<file path="src/design/srtlsp_pkg.sv">
package srtlsp_pkg;

    // Time unit factors
    localparam int MS_PER_SEC  = 1000;
    localparam int SEC_PER_MIN = 60;
    localparam int MS_PER_MIN  = MS_PER_SEC * SEC_PER_MIN;
    localparam int MS_PER_HOUR = MS_PER_MIN * SEC_PER_MIN;

    localparam int MS_W     = 29;
    localparam int WEIGHT_W = 26;
    localparam int CUE_W    = 16;

    // Line kinds
    localparam logic [2:0] KIND_NONE    = 3'd0;
    localparam logic [2:0] KIND_INDEX   = 3'd1;
    localparam logic [2:0] KIND_TIME    = 3'd2;
    localparam logic [2:0] KIND_CONTENT = 3'd3;
    localparam logic [2:0] KIND_BLANK   = 3'd4;

    // Time line pattern positions
    localparam logic [4:0] POS_SEP   = 5'd12;
    localparam logic [4:0] POS_DASH2 = 5'd13;
    localparam logic [4:0] POS_GT    = 5'd14;
    localparam logic [4:0] POS_PRE2  = 5'd15;
    localparam logic [4:0] POS_T2    = 5'd16;
    localparam logic [4:0] POS_DONE  = 5'd28;

    localparam logic [7:0] CH_ZERO  = 8'h30;
    localparam logic [7:0] CH_NINE  = 8'h39;
    localparam logic [7:0] CH_COLON = 8'h3A;
    localparam logic [7:0] CH_COMMA = 8'h2C;
    localparam logic [7:0] CH_DASH  = 8'h2D;
    localparam logic [7:0] CH_GT    = 8'h3E;
    localparam logic [7:0] CH_SPACE = 8'h20;
    localparam logic [7:0] CH_TAB   = 8'h09;
    localparam logic [7:0] CH_CR    = 8'h0D;

    typedef struct packed {
        logic       action;
        logic [7:0] ch;
    } t_in_item;

    typedef struct packed {
        logic [1:0]       line_type;
        logic             error;
        logic [MS_W-1:0]  start_ms;
        logic [MS_W-1:0]  end_ms;
        logic [CUE_W-1:0] cue_count;
        logic             joins_previous;
    } t_out_item;

    typedef struct packed {
        logic char_en;
        logic line_clr;
    } t_tm_ctrl;

    // Weight of each character of HH:MM:SS,mmm; zero marks a separator
    function automatic logic [WEIGHT_W-1:0] time_weight(input logic [3:0] q);
        logic [WEIGHT_W-1:0] w;
        case (q)
            4'd0:    w = WEIGHT_W'(10 * MS_PER_HOUR);
            4'd1:    w = WEIGHT_W'(MS_PER_HOUR);
            4'd3:    w = WEIGHT_W'(10 * MS_PER_MIN);
            4'd4:    w = WEIGHT_W'(MS_PER_MIN);
            4'd6:    w = WEIGHT_W'(10 * MS_PER_SEC);
            4'd7:    w = WEIGHT_W'(MS_PER_SEC);
            4'd9:    w = WEIGHT_W'(100);
            4'd10:   w = WEIGHT_W'(10);
            4'd11:   w = WEIGHT_W'(1);
            default: w = '0;
        endcase
        return w;
    endfunction

    function automatic logic [7:0] time_sep(input logic [3:0] q);
        logic [7:0] s;
        case (q)
            4'd2, 4'd5: s = CH_COLON;
            4'd8:       s = CH_COMMA;
            default:    s = 8'h00;
        endcase
        return s;
    endfunction

    function automatic logic is_digit(input logic [7:0] c);
        return (c >= CH_ZERO) && (c <= CH_NINE);
    endfunction

    function automatic logic is_space(input logic [7:0] c);
        return (c == CH_SPACE) || ((c >= CH_TAB) && (c <= CH_CR));
    endfunction

endpackage

</file>
<file path="src/design/srtlsp_time_match.sv">
module srtlsp_time_match (
    input  logic                    i_clk,
    input  logic                    i_rst_n,
    input  srtlsp_pkg::t_tm_ctrl    i_ctrl,
    input  logic [7:0]              i_ch,
    output logic                    o_done,
    output logic [srtlsp_pkg::MS_W-1:0] o_start_ms,
    output logic [srtlsp_pkg::MS_W-1:0] o_end_ms
);
    import srtlsp_pkg::*;

    logic [4:0]          r_pos, n_pos;
    logic                r_ok, n_ok;
    logic [MS_W-1:0]     r_start, n_start;
    logic [MS_W-1:0]     r_end, n_end;

    logic                w_first;
    logic [3:0]          w_q;
    logic [WEIGHT_W-1:0] w_weight;
    logic                w_is_num;
    logic                w_tc_ok;
    logic [3:0]          w_dval;
    logic [MS_W-1:0]     w_prod;
    logic [MS_W-1:0]     w_sum;

    // Select the time stamp character slot
    assign w_first  = (r_pos < POS_SEP);
    assign w_q      = (r_pos == POS_PRE2) ? 4'd0 : r_pos[3:0];
    assign w_weight = time_weight(w_q);
    assign w_is_num = (w_weight != '0);
    assign w_tc_ok  = w_is_num ? is_digit(i_ch) : (i_ch == time_sep(w_q));

    // Accumulate the weighted digit into the selected time
    assign w_dval = 4'(i_ch - CH_ZERO);
    assign w_prod = MS_W'(w_dval) * MS_W'(w_weight);
    assign w_sum  = (w_first ? r_start : r_end) + w_prod;

    // Advance the pattern by one character, or clear it at end of line
    always_comb begin
        n_pos   = r_pos;
        n_ok    = r_ok;
        n_start = r_start;
        n_end   = r_end;
        if (i_ctrl.line_clr) begin
            n_pos   = '0;
            n_ok    = 1'b1;
            n_start = '0;
            n_end   = '0;
        end else if (i_ctrl.char_en && r_ok) begin
            if (w_first) begin
                if (w_tc_ok) begin
                    n_pos   = r_pos + 5'd1;
                    n_start = w_sum;
                end else begin
                    n_ok = 1'b0;
                end
            end else if (r_pos == POS_SEP) begin
                if (i_ch == CH_DASH) begin
                    n_pos = POS_DASH2;
                end else if (!is_space(i_ch)) begin
                    n_ok = 1'b0;
                end
            end else if (r_pos == POS_DASH2) begin
                if (i_ch == CH_DASH) n_pos = POS_GT;
                else n_ok = 1'b0;
            end else if (r_pos == POS_GT) begin
                if (i_ch == CH_GT) n_pos = POS_PRE2;
                else n_ok = 1'b0;
            end else if ((r_pos == POS_PRE2) && is_space(i_ch)) begin
                n_pos = r_pos;
            end else if (r_pos < POS_DONE) begin
                if (w_tc_ok) begin
                    n_pos = POS_T2 + 5'(w_q) + 5'd1;
                    n_end = w_sum;
                end else begin
                    n_ok = 1'b0;
                end
            end else begin
                n_ok = 1'b0;
            end
        end
    end

    always_ff @(posedge i_clk) begin
        if (!i_rst_n) begin
            r_pos   <= '0;
            r_ok    <= 1'b1;
            r_start <= '0;
            r_end   <= '0;
        end else begin
            r_pos   <= n_pos;
            r_ok    <= n_ok;
            r_start <= n_start;
            r_end   <= n_end;
        end
    end

    assign o_done     = r_ok && (r_pos == POS_DONE);
    assign o_start_ms = r_start;
    assign o_end_ms   = r_end;

endmodule

</file>
<file path="src/design/srt_line_structure_parser.sv">
// An end-of-line request passes the input register, then the result register,
// where its result is held; character requests give no result.
// Throughput: one request per cycle; an end-of-line request waits in the input
// register only while an earlier result is still held by the receiver.
// Reset: synchronous active-low i_rst_n clears line state, error and count.
module srt_line_structure_parser #(
    parameter int COUNT_BITS = 16
) (
    input  logic                   i_clk,
    input  logic                   i_rst_n,
    input  logic                   i_in_valid,
    output logic                   o_in_ready,
    input  srtlsp_pkg::t_in_item   i_in_data,
    output logic                   o_out_valid,
    input  logic                   i_out_ready,
    output srtlsp_pkg::t_out_item  o_out_data
);
    import srtlsp_pkg::*;

    localparam int EXT_W = (COUNT_BITS > CUE_W) ? COUNT_BITS : CUE_W;

    logic                  r_in_valid;
    t_in_item              r_in;
    logic                  r_out_valid;
    t_out_item             r_out, n_out;
    logic [2:0]            r_prev_kind, n_prev_kind;
    logic                  r_failed, n_failed;
    logic                  r_only_digits, n_only_digits;
    logic                  r_line_empty, n_line_empty;
    logic [COUNT_BITS-1:0] r_count, n_count;

    logic                  w_adv;
    logic                  w_char;
    logic                  w_eol;
    t_tm_ctrl              w_tm_ctrl;
    logic                  w_tm_done;
    logic [MS_W-1:0]       w_start_ms;
    logic [MS_W-1:0]       w_end_ms;
    logic [2:0]            w_kind;
    logic [EXT_W-1:0]      w_count_ext;

    // Advance the held request; an end-of-line request also needs its result slot free
    assign w_adv      = r_in_valid && (!r_in.action || !r_out_valid || i_out_ready);
    assign o_in_ready = !r_in_valid || w_adv;
    assign w_char     = w_adv && !r_in.action;
    assign w_eol      = w_adv && r_in.action;

    // Capture the request
    always_ff @(posedge i_clk) begin
        if (!i_rst_n) begin
            r_in_valid <= 1'b0;
        end else if (o_in_ready) begin
            r_in_valid <= i_in_valid;
        end
        if (o_in_ready && i_in_valid) begin
            r_in <= i_in_data;
        end
    end

    assign w_tm_ctrl.char_en  = w_char;
    assign w_tm_ctrl.line_clr = w_eol;

    srtlsp_time_match u_time_match (
        .i_clk      (i_clk),
        .i_rst_n    (i_rst_n),
        .i_ctrl     (w_tm_ctrl),
        .i_ch       (r_in.ch),
        .o_done     (w_tm_done),
        .o_start_ms (w_start_ms),
        .o_end_ms   (w_end_ms)
    );

    // Classify the finished line against the expected order
    always_comb begin
        w_kind = KIND_NONE;
        case (r_prev_kind)
            KIND_INDEX:   if (w_tm_done) w_kind = KIND_TIME;
            KIND_TIME:    w_kind = KIND_CONTENT;
            KIND_CONTENT: w_kind = r_line_empty ? KIND_BLANK : KIND_CONTENT;
            default:      if (r_only_digits && !r_line_empty) w_kind = KIND_INDEX;
        endcase
        if (r_failed) w_kind = KIND_NONE;
    end

    // Update line flags, order state and block count
    always_comb begin
        n_prev_kind   = r_prev_kind;
        n_failed      = r_failed;
        n_only_digits = r_only_digits;
        n_line_empty  = r_line_empty;
        n_count       = r_count;
        if (w_char) begin
            n_line_empty = 1'b0;
            if (!is_digit(r_in.ch)) n_only_digits = 1'b0;
        end else if (w_eol) begin
            n_only_digits = 1'b1;
            n_line_empty  = 1'b1;
            if (!r_failed) begin
                if (w_kind == KIND_NONE) begin
                    n_failed = 1'b1;
                end else begin
                    n_prev_kind = w_kind;
                    if ((w_kind == KIND_CONTENT) && (r_prev_kind != KIND_CONTENT)
                        && (r_count != '1)) begin
                        n_count = r_count + COUNT_BITS'(1);
                    end
                end
            end
        end
    end

    assign w_count_ext = EXT_W'(n_count);

    // Build the result
    always_comb begin
        n_out.line_type      = (w_kind == KIND_NONE) ? 2'd0 : 2'(w_kind - 3'd1);
        n_out.error          = n_failed;
        n_out.start_ms       = '0;
        n_out.end_ms         = '0;
        n_out.cue_count      = w_count_ext[CUE_W-1:0];
        n_out.joins_previous = (w_kind == KIND_CONTENT) && (r_prev_kind == KIND_CONTENT);
        if (w_kind == KIND_TIME) begin
            n_out.start_ms = w_start_ms;
            n_out.end_ms   = (w_end_ms < w_start_ms) ? w_start_ms : w_end_ms;
        end
    end

    always_ff @(posedge i_clk) begin
        if (!i_rst_n) begin
            r_prev_kind   <= KIND_NONE;
            r_failed      <= 1'b0;
            r_only_digits <= 1'b1;
            r_line_empty  <= 1'b1;
            r_count       <= '0;
            r_out_valid   <= 1'b0;
        end else begin
            r_prev_kind   <= n_prev_kind;
            r_failed      <= n_failed;
            r_only_digits <= n_only_digits;
            r_line_empty  <= n_line_empty;
            r_count       <= n_count;
            if (w_eol) begin
                r_out_valid <= 1'b1;
            end else if (i_out_ready) begin
                r_out_valid <= 1'b0;
            end
        end
        if (w_eol) begin
            r_out <= n_out;
        end
    end

    assign o_out_valid = r_out_valid;
    assign o_out_data  = r_out;

    // Error is sticky
    a_failed_sticky: assert property (@(posedge i_clk) disable iff (!i_rst_n)
        r_failed |=> r_failed)
        else $error("sticky error cleared");

    // A reported error is reflected in the order state
    a_error_state: assert property (@(posedge i_clk) disable iff (!i_rst_n)
        (o_out_valid && o_out_data.error) |-> r_failed)
        else $error("error reported without failed state");

    // End time never precedes start time
    a_end_after_start: assert property (@(posedge i_clk) disable iff (!i_rst_n)
        o_out_valid |-> (o_out_data.end_ms >= o_out_data.start_ms))
        else $error("end time below start time");

    // Failed lines carry no times and no join
    a_error_fields: assert property (@(posedge i_clk) disable iff (!i_rst_n)
        (o_out_valid && o_out_data.error) |->
            ((o_out_data.line_type == 2'd0) && (o_out_data.start_ms == '0)
             && (o_out_data.joins_previous == 1'b0)))
        else $error("failed line with payload");

    // Block count never decreases
    a_count_mono: assert property (@(posedge i_clk) disable iff (!i_rst_n)
        $past(i_rst_n) |-> (r_count >= $past(r_count)))
        else $error("block count decreased");

endmodule
</file>
<file path="config.mk">
export PLATFORM = sky130hd
export DESIGN_NAME = srt_line_structure_parser
export DESIGN_NICKNAME = d
export VERILOG_FILES = /design/src/design/srtlsp_pkg.sv /design/src/design/srtlsp_time_match.sv /design/src/design/srt_line_structure_parser.sv
export SDC_FILE = /design/constraint.sdc
export NUM_CORES = 1
export LEC_CHECK = 0
export BUFFER_PORTS_ARGS = -buffer_cell sky130_fd_sc_hd__buf_2
export CORE_ASPECT_RATIO = 0.7
export CORE_MARGIN = 2
export CORE_UTILIZATION = 62
export DETAILED_ROUTE_END_ITERATION = 10
export GPL_ROUTABILITY_DRIVEN = 0
export PLACE_DENSITY_LB_ADDON = 0.1
export SLEW_MARGIN = 20
export SYNTH_ARGS = -nofsm -noshare
export SYNTH_HDL_FRONTEND = slang
export SYNTH_SLANG_ARGS = --single-unit
</file>
<file path="constraint.sdc">
create_clock -name i_clk -period 7.4 [get_ports i_clk]
set_input_delay 1.48 -clock i_clk [delete_from_list [all_inputs] [get_ports i_clk]]
set_output_delay 1.48 -clock i_clk [all_outputs]
set_load 0.01 [all_outputs]
</file>
Yosys cells after proc, flatten, opt, wreduce, memory -nomap -nowiden
Memories as Yosys holds them, arrays and structs flattened.
Cells that the tools add are included.
{"block": "word_totals", "out_inout_bits": 80, "register_bits": 175, "n_memories": 1, "wordCells": 155, "romBits": 368}
{"name": "(name not given)", "depth": 16, "word_bits": 23, "read_ports": 1, "rd_clocked_by_memory_dff": 0, "write_ports": 0, "line": "srtlsp_pkg.sv:60", "text": "case (q)"}
{"block": "op_classes", "multipliers": 1, "n_reduce_logical": 35, "add_sub_neg": 7, "n_eq_ne": 29, "magnitude_cmp": 7, "n_bitwise": 9, "mux": 47}
{"op": "2-to-1 mux 16 bit", "n": 5}
{"op": "2-to-1 mux 29 bit", "n": 2}
{"op": "2-to-1 mux 5 bit", "n": 11}
{"op": "adder 29 bit", "n": 1}
{"op": "< comparator 29 bit", "n": 1}
{"op": "multiplier 4 x 26 -> 29 bit", "n": 1}
{"op": "nonzero test 26 bit", "n": 1}
{"op": "equality test 8 x 6 -> 1 bit (second input constant)", "n": 3}
{"op": "2-to-1 mux 1 bit", "n": 23}
{"op": "equality test 5 x 4 -> 1 bit (second input constant)", "n": 4}
{"op": "adder 16 x 1 -> 16 bit (second input constant)", "n": 1}
{"op": "!= test 16 bit (second input constant)", "n": 1}
{"op": "AND reduction 8 bit", "n": 2}
{"op": "!= test 3 x 2 -> 1 bit (second input constant)", "n": 5}
{"op": "logical AND 1 bit", "n": 13}
{"op": "equality test 3 x 2 -> 1 bit (second input constant)", "n": 4}
{"op": "one-hot mux 6 bit (2 select lines)", "n": 1}
{"op": "adder 5 x 1 -> 5 bit (second input constant)", "n": 2}
{"op": "!= test 5 x 2 -> 1 bit (second input constant)", "n": 2}
{"op": "inverter 1 bit", "n": 9}
{"op": "one-hot mux 3 bit (3 select lines)", "n": 1}
{"op": "equality test 8 x 6 -> 1 bit", "n": 1}
{"op": "greater-or-equal comparator 8 x 4 -> 1 bit (second input constant)", "n": 1}
{"op": "greater-or-equal comparator 8 x 6 -> 1 bit (second input constant)", "n": 1}
{"op": "29 further kinds", "n": 39}

Longest topological paths before layout
Gate-level depths: netlist (run 1).
{"block": "depth", "word_depth": 14, "depth_mapped": 26}

Hierarchy
Synthesis (run 1) repeated with hierarchy kept, for this count alone.
{"block": "unflattened", "hier_cells": 1360, "hier_area_um2": 12583.3}
{"module": "srtlsp_time_match", "cells_per_inst": 896, "area_per_inst_um2": 7315.8, "seq_area_each_um2": 1281.2, "n_inst": 1}
{"module": "srt_line_structure_parser", "cells_per_inst": 464, "area_per_inst_um2": 5267.6, "seq_area_each_um2": 3093.0, "n_inst": 1}

Least setup slack after synthesis (run 1)
Ideal clock, no wire load.
{"block": "synth_timing", "kind": "register to register", "start": "reg u_time_match.r_pos[2]", "end": "reg u_time_match.r_start[25], in the netlist u_time_match.o_start_ms[25]", "arrival_ns": 5.628, "stages_incl_launch_ff": 26, "setup_ns": 0.128, "setup_slack_ns": 1.644, "n_path_buf": 4, "cell_sequence": "dfxtp_1 buf_6 buf_2 and3_1 ha_1 buf_2 clkbuf_1 nor2_1 ha_1 a21oi_1 nor2b_1 fa_1 fa_1 inv_1 fa_1 inv_1 ha_1 a21oi_1 o211ai_1 a41o_1 and2_1 o41ai_4 o21ai_1 xor2_1 mux2i_1 nor2_1"}
{"block": "synth_between", "elab_chain_len": 8, "word_cells_on_any_way": 16, "cone_classes": "1 x add/sub; 1 x mul; 1 x order compare; 5 x eq/ne; 4 x mux; 3 x reduce/logical; 1 x memory"}
{"item": "start: declaration", "line": "srtlsp_time_match.sv:12", "text": "logic [4:0] r_pos, n_pos;"}
{"item": "start signal: assignment", "line": "srtlsp_time_match.sv:91", "text": "r_pos <= n_pos;"}
{"item": "branches (longest 8 deep; another with multiplier 4 x 26 -> 29 bit)"}
{"item": "end signal: assignment", "line": "srtlsp_time_match.sv:93", "text": "r_start <= n_start;"}
{"item": "end: declaration", "line": "srtlsp_time_match.sv:14", "text": "logic [MS_W-1:0] r_start, n_start;"}
Parallel ways; which one is timed is not known.
A chain may end at the register's enable or synchronous reset.

Worst setup path after layout (run 1)
{"block": "layout_timing", "start": "reg u_time_match.r_pos[0]", "end": "reg u_time_match.r_end[23], in the netlist u_time_match.o_end_ms[23]"}
{"block": "layout_between", "elab_chain_len": 8, "word_cells_on_any_way": 26, "cone_classes": "1 x add/sub; 1 x mul; 2 x order compare; 8 x eq/ne; 4 x mux; 5 x bitwise; 4 x reduce/logical; 1 x memory"}
{"item": "branches (longest 8 deep; another with multiplier 4 x 26 -> 29 bit)"}
{"item": "end signal: assignment", "line": "srtlsp_time_match.sv:94", "text": "r_end <= n_end;"}
{"item": "end: declaration", "line": "srtlsp_time_match.sv:15", "text": "logic [MS_W-1:0] r_end, n_end;"}
Parallel ways; which one is timed is not known.

==> results of run 1 <==
path summary, 6_finish.rpt:
kind                                            start                                       end  cells past startpoint
max reg2reg        u_time_match.r_pos[0]$_SDFFE_PP0P_    u_time_match.o_end_ms[23]$_SDFFE_PP0P_                     22
min          u_time_match.o_start_ms[27]$_SDFFE_PP0P_  u_time_match.o_start_ms[27]$_SDFFE_PP0P_                      2
min reg2reg  u_time_match.o_start_ms[27]$_SDFFE_PP0P_  u_time_match.o_start_ms[27]$_SDFFE_PP0P_                      2
max                u_time_match.r_pos[0]$_SDFFE_PP0P_    u_time_match.o_end_ms[23]$_SDFFE_PP0P_                     22
stage by stage:
| stage | util [%] | instances | worst slack (ps) | total power, mW | hold WS (ps) |
|---|---|---|---|---|---|
| after floorplan | - | 1335 | 1644 | 1.200 | 435.9 |
| after global placement | 65.90 | 1644 | 904.8 | 1.243 | 456.7 |
| after detailed placement | 65.90 | 1644 | 704.5 | 1.247 | 475.1 |
| after CTS | 68.72 | 1676 | 663.4 | 2.108 | 486.1 |
| after global routing | 68.78 | 1676 | 157.9 | 2.178 | 509.7 |
| final | 68.78 | 1676 | 563.3 | 2.102 | 492.2 |
placed cells by master, fill, tap and decap left out, types with 6 or more instances in the layout:
cell type,instances
inv_1,149
nand2_1,125
nor2_1,115
buf_2,92
dfxtp_1,88
edfxtp_1,87
ha_1,79
a21oi_1,67
and2_1,64
fa_1,62
mux2i_1,53
nand3_1,47
o21ai_0,28
o311ai_0,28
a21o_1,26
xnor2_1,22
nor2b_1,21
xor2_1,21
and3_1,18
nor3_1,17
clkbuf_16,17
a211oi_1,16
nand4_1,14
buf_4,12
nand2b_1,11
or3_1,8
mux2_2,6
cell families (layout without fill, tap and decap cells):
logic type	count (synthesis)	count (layout)	share of synthesized area, %
AO/OA/AOI/OAI	224	224	12.57
AND/OR/NAND/NOR	477	477	19.13
flip-flops	175	175	35.23
XOR/XNOR	43	43	3.034
multiplexers	60	60	4.999
adder cells (fa/ha/maj)	141	141	17.96
buffers and inverters	215	286	7.075
power by group through the flow:
stage	registers [mW]	logic (mW)	clock network, mW
finish	1.04	0.189	0.874
global route	1.04	0.215	0.922
CTS	1.04	0.188	0.881
detailed placement	1.06	0.186	0
global placement	1.06	0.182	0
floorplan	1.06	0.140	0
area by class of cell:
| type | count | area (µm²) |
|---|---|---|
| fill | 1549 | 6165 |
| inverter | 150 | 564.3 |
| multi-input combinational | 945 | 7197 |
| clock buffer | 19 | 432.9 |
| clock inverter | 13 | 123.9 |
| timing repair buffer | 104 | 550.5 |
| sequential | 175 | 4374 |
| tap | 270 | 337.8 |
flip-flops by register name, indices dropped and copies added (netlist names):
signal	count
r_failed	1
u_time_match.r_ok	1
r_count	16
r_prev_kind	3
r_only_digits	1
u_time_match.r_pos	5
o_out_data	78
r_in_valid	1
r_line_empty	1
u_time_match.o_start_ms	29
u_time_match.o_end_ms	29
r_in	9
o_out_valid	1
cell usage after synthesis, types with 8 or more instances:
| cell type | count |
|---|---|
| nand2b_1 | 12 |
| a21o_1 | 26 |
| a21oi_1 | 67 |
| nor2b_1 | 21 |
| o311ai_0 | 28 |
| nor3_1 | 17 |
| edfxtp_1 | 87 |
| mux2i_1 | 53 |
| nor2_1 | 116 |
| and2_1 | 64 |
| xor2_1 | 21 |
| o21ai_0 | 28 |
| fa_1 | 62 |
| nand2_1 | 126 |
| a211oi_1 | 16 |
| buf_2 | 9 |
| clkbuf_1 | 42 |
| and3_1 | 18 |
| dfxtp_1 | 88 |
| inv_1 | 150 |
| xnor2_1 | 22 |
| ha_1 | 79 |
| nand3_1 | 47 |
| or3_1 | 8 |
| nand4_1 | 14 |
per-layer routing:
layer | vias to the layer above | global-route usage [%]
met5 | - | 0
met4 | 0 | 8.686
met3 | 42 | 5.979
met2 | 301 | 45.98
met1 | 4663 | 36.38
li1 | 4698 | -
worst max-delay path, stage by stage (launching register included):
cell and delay, ps:
dfxtp_1 730, ha_1 310, and3_1 180, ha_1 660, nor2_1 180, ha_1 250, a21oi_1 320, nor2b_1 120
fa_1 510, fa_1 550, inv_1 60, fa_1 530, inv_1 40, ha_1 350, a21oi_1 180, o211ai_1 170
a41o_1 310, and2_1 200, o41ai_4 500, o21ai_1 160, xnor2_1 210, nand2_1 70, a21oi_1 130
==> summary.txt, run 1 <==
Flow run
  • Max-Cap Viols: 0

Global route
  • GRT Residual Overflow: 0
  • Vias in the first global route: 9461
  • Largest net degree at the start of global routing: 81
  • Global Route Usage Sum: 27.58%
  • Initial antenna violation count: 0
  • Global-route wire length before repair: 46.72 mm

STA
  • Final TNS setup: 0 ps
  • RSZ-0062 raised after global routing: no
  • Period utilization: 92.39%
  • Final Critical Period: 6837 ps
  • Count of final max-slew check failures: 0
  • Final setup viols: 0
  • Rel. slew slack: 33.08%
  • Fmax: 146.3 MHz
  • Clock Skews: 13.44 ps
  • Final Hold Fails: 0
  • Slew @ Worst Pin: 1004 ps

Die
  • Chip height: 122.4 µm
  • Row cnt: 43
  • Die area: 0.02119 mm²
  • # IOs: 93
  • Core area: 0.01975 mm²
  • Initial Util: 62.87%
  • Die W: 173.1 µm

Drt
  • DR pass1 iterations: 5
  • DR vias: 9704
  • Number of DRC markers in iteration 0: 808
  • # DRC: 0
  • DR WL met2: 13.07 mm
  • Routed WL per cell: 16.60 µm
  • WL met3: 1.644 mm
  • Vias per cell: 5.790
  • M1 WL: 12.60 mm
  • DR top layer: met4
  • Routed Antenna Nets: 0
  • Final wirelength: 27.83 mm

Cells and area
  • Final Cell Area: 0.01358 mm²
  • Final #Nets: 1547
  • Diodes inserted: 0
  • Layout cell share with drive strength beyond 1: 12.23%
  • Area delta synth->final: 9.393%

Setup path
  • Type of the worst setup path: flip-flop to flip-flop
  • Crit path DAT: 7200 ps
  • Reg2Reg Setup Slack: 560 ps
  • WP data required: 7760 ps
  • Largest fanout on the critical path: 20
  • Setup crit end kind: flip-flop
  • Worst Setup Start Kind: flip-flop

Logic synthesis
  • Post-Syn Area: 0.01241 mm²
  • Post-synth EDFFs: 87
  • Synth Flop Type: dfxtp_1
  • Syn Area/Cell: 9.299 µm²
  • Largest area contributor in the netlist: edfxtp_1
  • Post-synthesis sequential area ratio: 35.23%
  • Synth Instances: 1335
  • Ranking of synthesized cells by area: edfxtp_1 (21%), dfxtp_1 (14%), fa_1 (10%), ha_1 (8.0%), inv_1 (4.5%)
  • Net Count, Synth: 1489
  • Yosys cell types: 81
  • Synthesis Warnings: 0
  • FF+latch count, synth: 175
  • Synth async-reset ratio: 0%
  • Post-synth top area share: 21.04%

Pwr
  • Gate power share: 9.0%
  • Pint: 1.540 mW
  • Sequential share of power: 49.5%
  • Switching share of power: 26.71%
  • Max VDD drop: 0.1671 mV
  • Clock network fraction of design power: 41.6%
  • P_sw: 561.3 µW
  • PD cells: 154.7 mW/mm²
  • Pleak: 5.901 nW

Clock tree
  • Clock-pin slew on the worst setup and hold paths: 80 ps
  • CTS sink count: 175
  • Num CTS Buffers: 17
  • Clock Latency Late Sink: 440 ps
  • CTS Hold Bufs: 0
  • Root buffer cell: clkbuf_16
  • Post-cts sizing count: 0
  • H-tree depth: 4
  • CTS tree: done
  • Setup Buffers After CTS: 0
  • Max clock buf depth: 2

Worst hold path
  • Hold WC Path Type: flip-flop to flip-flop

Place
  • Hpwl dp: 20.49 mm
  • Count of input and output buffers: 92
  • Placed standard-cell area: 0.01301 mm²

Run status
  • Status: complete, no violations
Power figures use the tool's default switching activity.
==> inputs of run 2 (changes only) <==
--- a/config.mk
+++ b/config.mk
@@ -8,7 +8,7 @@
 export BUFFER_PORTS_ARGS = -buffer_cell sky130_fd_sc_hd__buf_2
 export CORE_ASPECT_RATIO = 0.7
 export CORE_MARGIN = 2
-export CORE_UTILIZATION = 62
+export CORE_UTILIZATION = 60
 export DETAILED_ROUTE_END_ITERATION = 10
 export GPL_ROUTABILITY_DRIVEN = 0
 export PLACE_DENSITY_LB_ADDON = 0.1
==> run 2 against run 1 <==
Setup slack got worse by 130 ps. Sequential cell count did not move. Hold slack got worse by 22 ps. Count of clock-buffer cells in the layout did not move. Via count rose by 0.27%.
==> summary.txt, run 2 (same netlist as run 1, synthesis figures left out) <==
Setup path
  • Largest fanout on the critical path: 20 (unchanged)
  • Reg2Reg Setup Slack: 430 ps (-130 ps)
  • Cell mode on critical path: ha_1
  • Reg2Reg Depth: 22 (unchanged)
  • Worst path slowest cell: dfxtp_1
  • Reg2reg start: u_time_match.r_pos[0]$_SDFFE_PP0P_
  • Crit path from: u_time_match.r_pos[0]$_SDFFE_PP0P_
  • Setup crit end kind: flip-flop
  • Crit path DAT: 7270 ps (+70 ps)
  • Worst Setup Start Kind: flip-flop
  • Type of the worst setup path: flip-flop to flip-flop
  • Critical path cell sequence: ha_1, and3_1, ha_1, nor2_1, ha_1, a21oi_1, nor2b_1, fa_1, fa_1, inv_1, fa_1, inv_1, ha_1, a21o_1, a21oi_1, a21oi_1, nor2_1, o21ai_0, a311o_1, xor2_1, mux2i_1, nor2_1
  • Worst setup path endpoint: u_time_match.o_start_ms[22]$_SDFFE_PP0P_
  • Crit path largest cell delay: 770 ps (+40 ps)
  • WP data required: 7710 ps (-50 ps)
  • Reg-to-reg endpoint: u_time_match.o_start_ms[22]$_SDFFE_PP0P_

Clock tree
  • CTS tree: done
  • CTS Hold Bufs: 0 (unchanged)
  • Setup Buffers After CTS: 0 (unchanged)
  • CTS sink count: 175 (unchanged)
  • Clock-pin slew on the worst setup and hold paths: 80 ps (about the same)
  • Post-cts sizing count: 0 (unchanged)
  • Num CTS Buffers: 17 (unchanged)
  • Clock Latency Late Sink: 450 ps (about the same)
  • H-tree depth: 4 (unchanged)
  • Max clock buf depth: 2 (unchanged)
  • Root buffer cell: clkbuf_16

STA
  • RSZ-0062 raised after global routing: no
  • Count of final max-slew check failures: 0 (unchanged)
  • Final Critical Period: 6967 ps (+130.2 ps)
  • Fmax: 143.5 MHz (-1.9%)
  • Final setup viols: 0 (unchanged)
  • WHS: 470.3 ps (-21.89 ps)
  • Rel. slew slack: 26.72% (-6.4 points)
  • Period utilization: 94.15% (+1.8 points)
  • Slew @ Worst Pin: 1099 ps (+95.42 ps)
  • Final TNS setup: 0 ps (unchanged)
  • Clock Skews: 15.81 ps (+2.379 ps)
  • Final Hold Fails: 0 (unchanged)

Global route
  • Global Route Usage Sum: 27.15% (-0.43 points)
  • Largest net degree at the start of global routing: 59 (-27%)
  • GRT Residual Overflow: 0 (unchanged)
  • Vias in the first global route: 9519 (+0.61%)
  • Initial antenna violation count: 0 (unchanged)
  • Global-route wire length before repair: 47.75 mm (+2.2%)

Drt
  • Vias per cell: 5.805 (+0.27%)
  • Number of DRC markers in iteration 0: 736 (-8.9%)
  • DR vias: 9730 (+0.27%)
  • Routed Antenna Nets: 0 (unchanged)
  • # DRC: 0 (unchanged)
  • Final wirelength: 28.49 mm (+2.4%)
  • Routed WL per cell: 17.00 µm (+2.4%)
  • DR pass1 iterations: 6 (+1)

Run status
  • Status: complete, no violations

Pwr
  • PD cells: 158.1 mW/mm² (+2.1%)
  • Pleak: 5.914 nW (+0.23%)
  • Max VDD drop: 0.1829 mV (+9.4%)

Die
  • Core area: 0.02007 mm² (+1.6%)
  • Die W: 175.9 µm (+1.6%)
  • Initial Util: 61.86% (-1.0 points)
  • Die area: 0.02188 mm² (+3.2%)
  • Chip height: 124.3 µm (+1.6%)
  • Row cnt: 43 (unchanged)
  • # IOs: 93 (unchanged)

Place
  • Post-Place Cells: 1644 (unchanged)
  • Hpwl dp: 21.23 mm (+3.6%)
  • Count of input and output buffers: 92 (unchanged)

Cells and area
  • Multi-input logic area: 0.007197 mm² (unchanged)
  • Seq. cell area: 0.004374 mm² (unchanged)
  • Max reg flops: 78 (unchanged)
  • Final cell count without fillers: 1676 (unchanged)
  • Commonest non-fill, non-tap cell in the layout: inv_1
  • Final #Nets: 1547 (unchanged)
  • Layout cell share with drive strength beyond 1: 12.16% (-0.071 points)
  • Area delta synth->final: 9.656%
  • Fill cell count: 1615 (+4.3%)
  • Most frequent cells in the layout: inv_1 (149), nand2_1 (125), nor2_1 (115)
  • Diodes inserted: 0 (unchanged)

Flow run
  • Max-Cap Viols: 0 (unchanged)

Worst hold path
  • Hold path startpoint: r_only_digits$_SDFFE_PN1P_
  • Hold WC Path Type: flip-flop to flip-flop
  • Hold path cells: 2 (unchanged)
run 2: cell types whose count changed in the layout (fill, tap and decap cells not counted), sizes merged:
cell,change
inv,-3
bufinv,+2
clkinv,+1
run 2: power breakdown:
part / internal (mW) / total, mW / switching, mW
registers: 1.03 / 1.04 / 0.0114
clock network: 0.506 / 0.921 / 0.415
logic: 0.0698 / 0.193 / 0.124
total: 1.60 / 2.15 / 0.550
run 2: metrics by stage:
stage                     worst slack (ps)  power [mW]  instance area, µm²  utilization (%)
after detailed placement             636.6       1.249               13010            64.84
after CTS                            586.6       2.158               13600            67.77
after global placement               890.8       1.244               13010            64.84
after global routing                 27.02       2.233               13610            67.83
final                                433.0       2.152               13610            67.83
after floorplan                       1644       1.200               12410                -
run 2: cell type report:
| type | count | area share [%] |
|---|---|---|
| multi-input combinational | 945 | 52.87 |
| inverter | 150 | 4.145 |
| sequential | 175 | 32.13 |
| tap | 270 | 2.482 |
| clock buffer | 19 | 3.180 |
| timing repair buffer | 104 | 4.044 |
| clock inverter | 13 | 1.149 |
run 2: worst max-delay path, delay by kind of cell (launching register included):
kind | cells | cell delay (ps)
simple gates | 5 | 770
fa+ha+maj | 7 | 3140
buf+inv | 2 | 100
xor+xnor | 1 | 170
compound gates | 6 | 1710
mux | 1 | 140
flops | 1 | 770
run 2: worst min-delay path by stage:
stage / slack [ps] / to
2_1_floorplan: 440 / r_only_digits$_SDFFE_PN1P_
3_3_place_gp: 460 / r_only_digits$_SDFFE_PN1P_
3_5_place_dp: 450 / r_only_digits$_SDFFE_PN1P_
4_1_cts: 470 / r_only_digits$_SDFFE_PN1P_
5_1_grt: 510 / r_only_digits$_SDFFE_PN1P_
6_report: 470 / r_only_digits$_SDFFE_PN1P_
run 2: routing by layer:
metal  global-route usage [%]  wire length (µm)  up-vias
met2                    44.00             13260      253
met3                    4.701              1486       45
met5                        0                 0        -
met1                    37.66             13220     4737
met4                    7.438               520        0
li1                         -                 -     4695
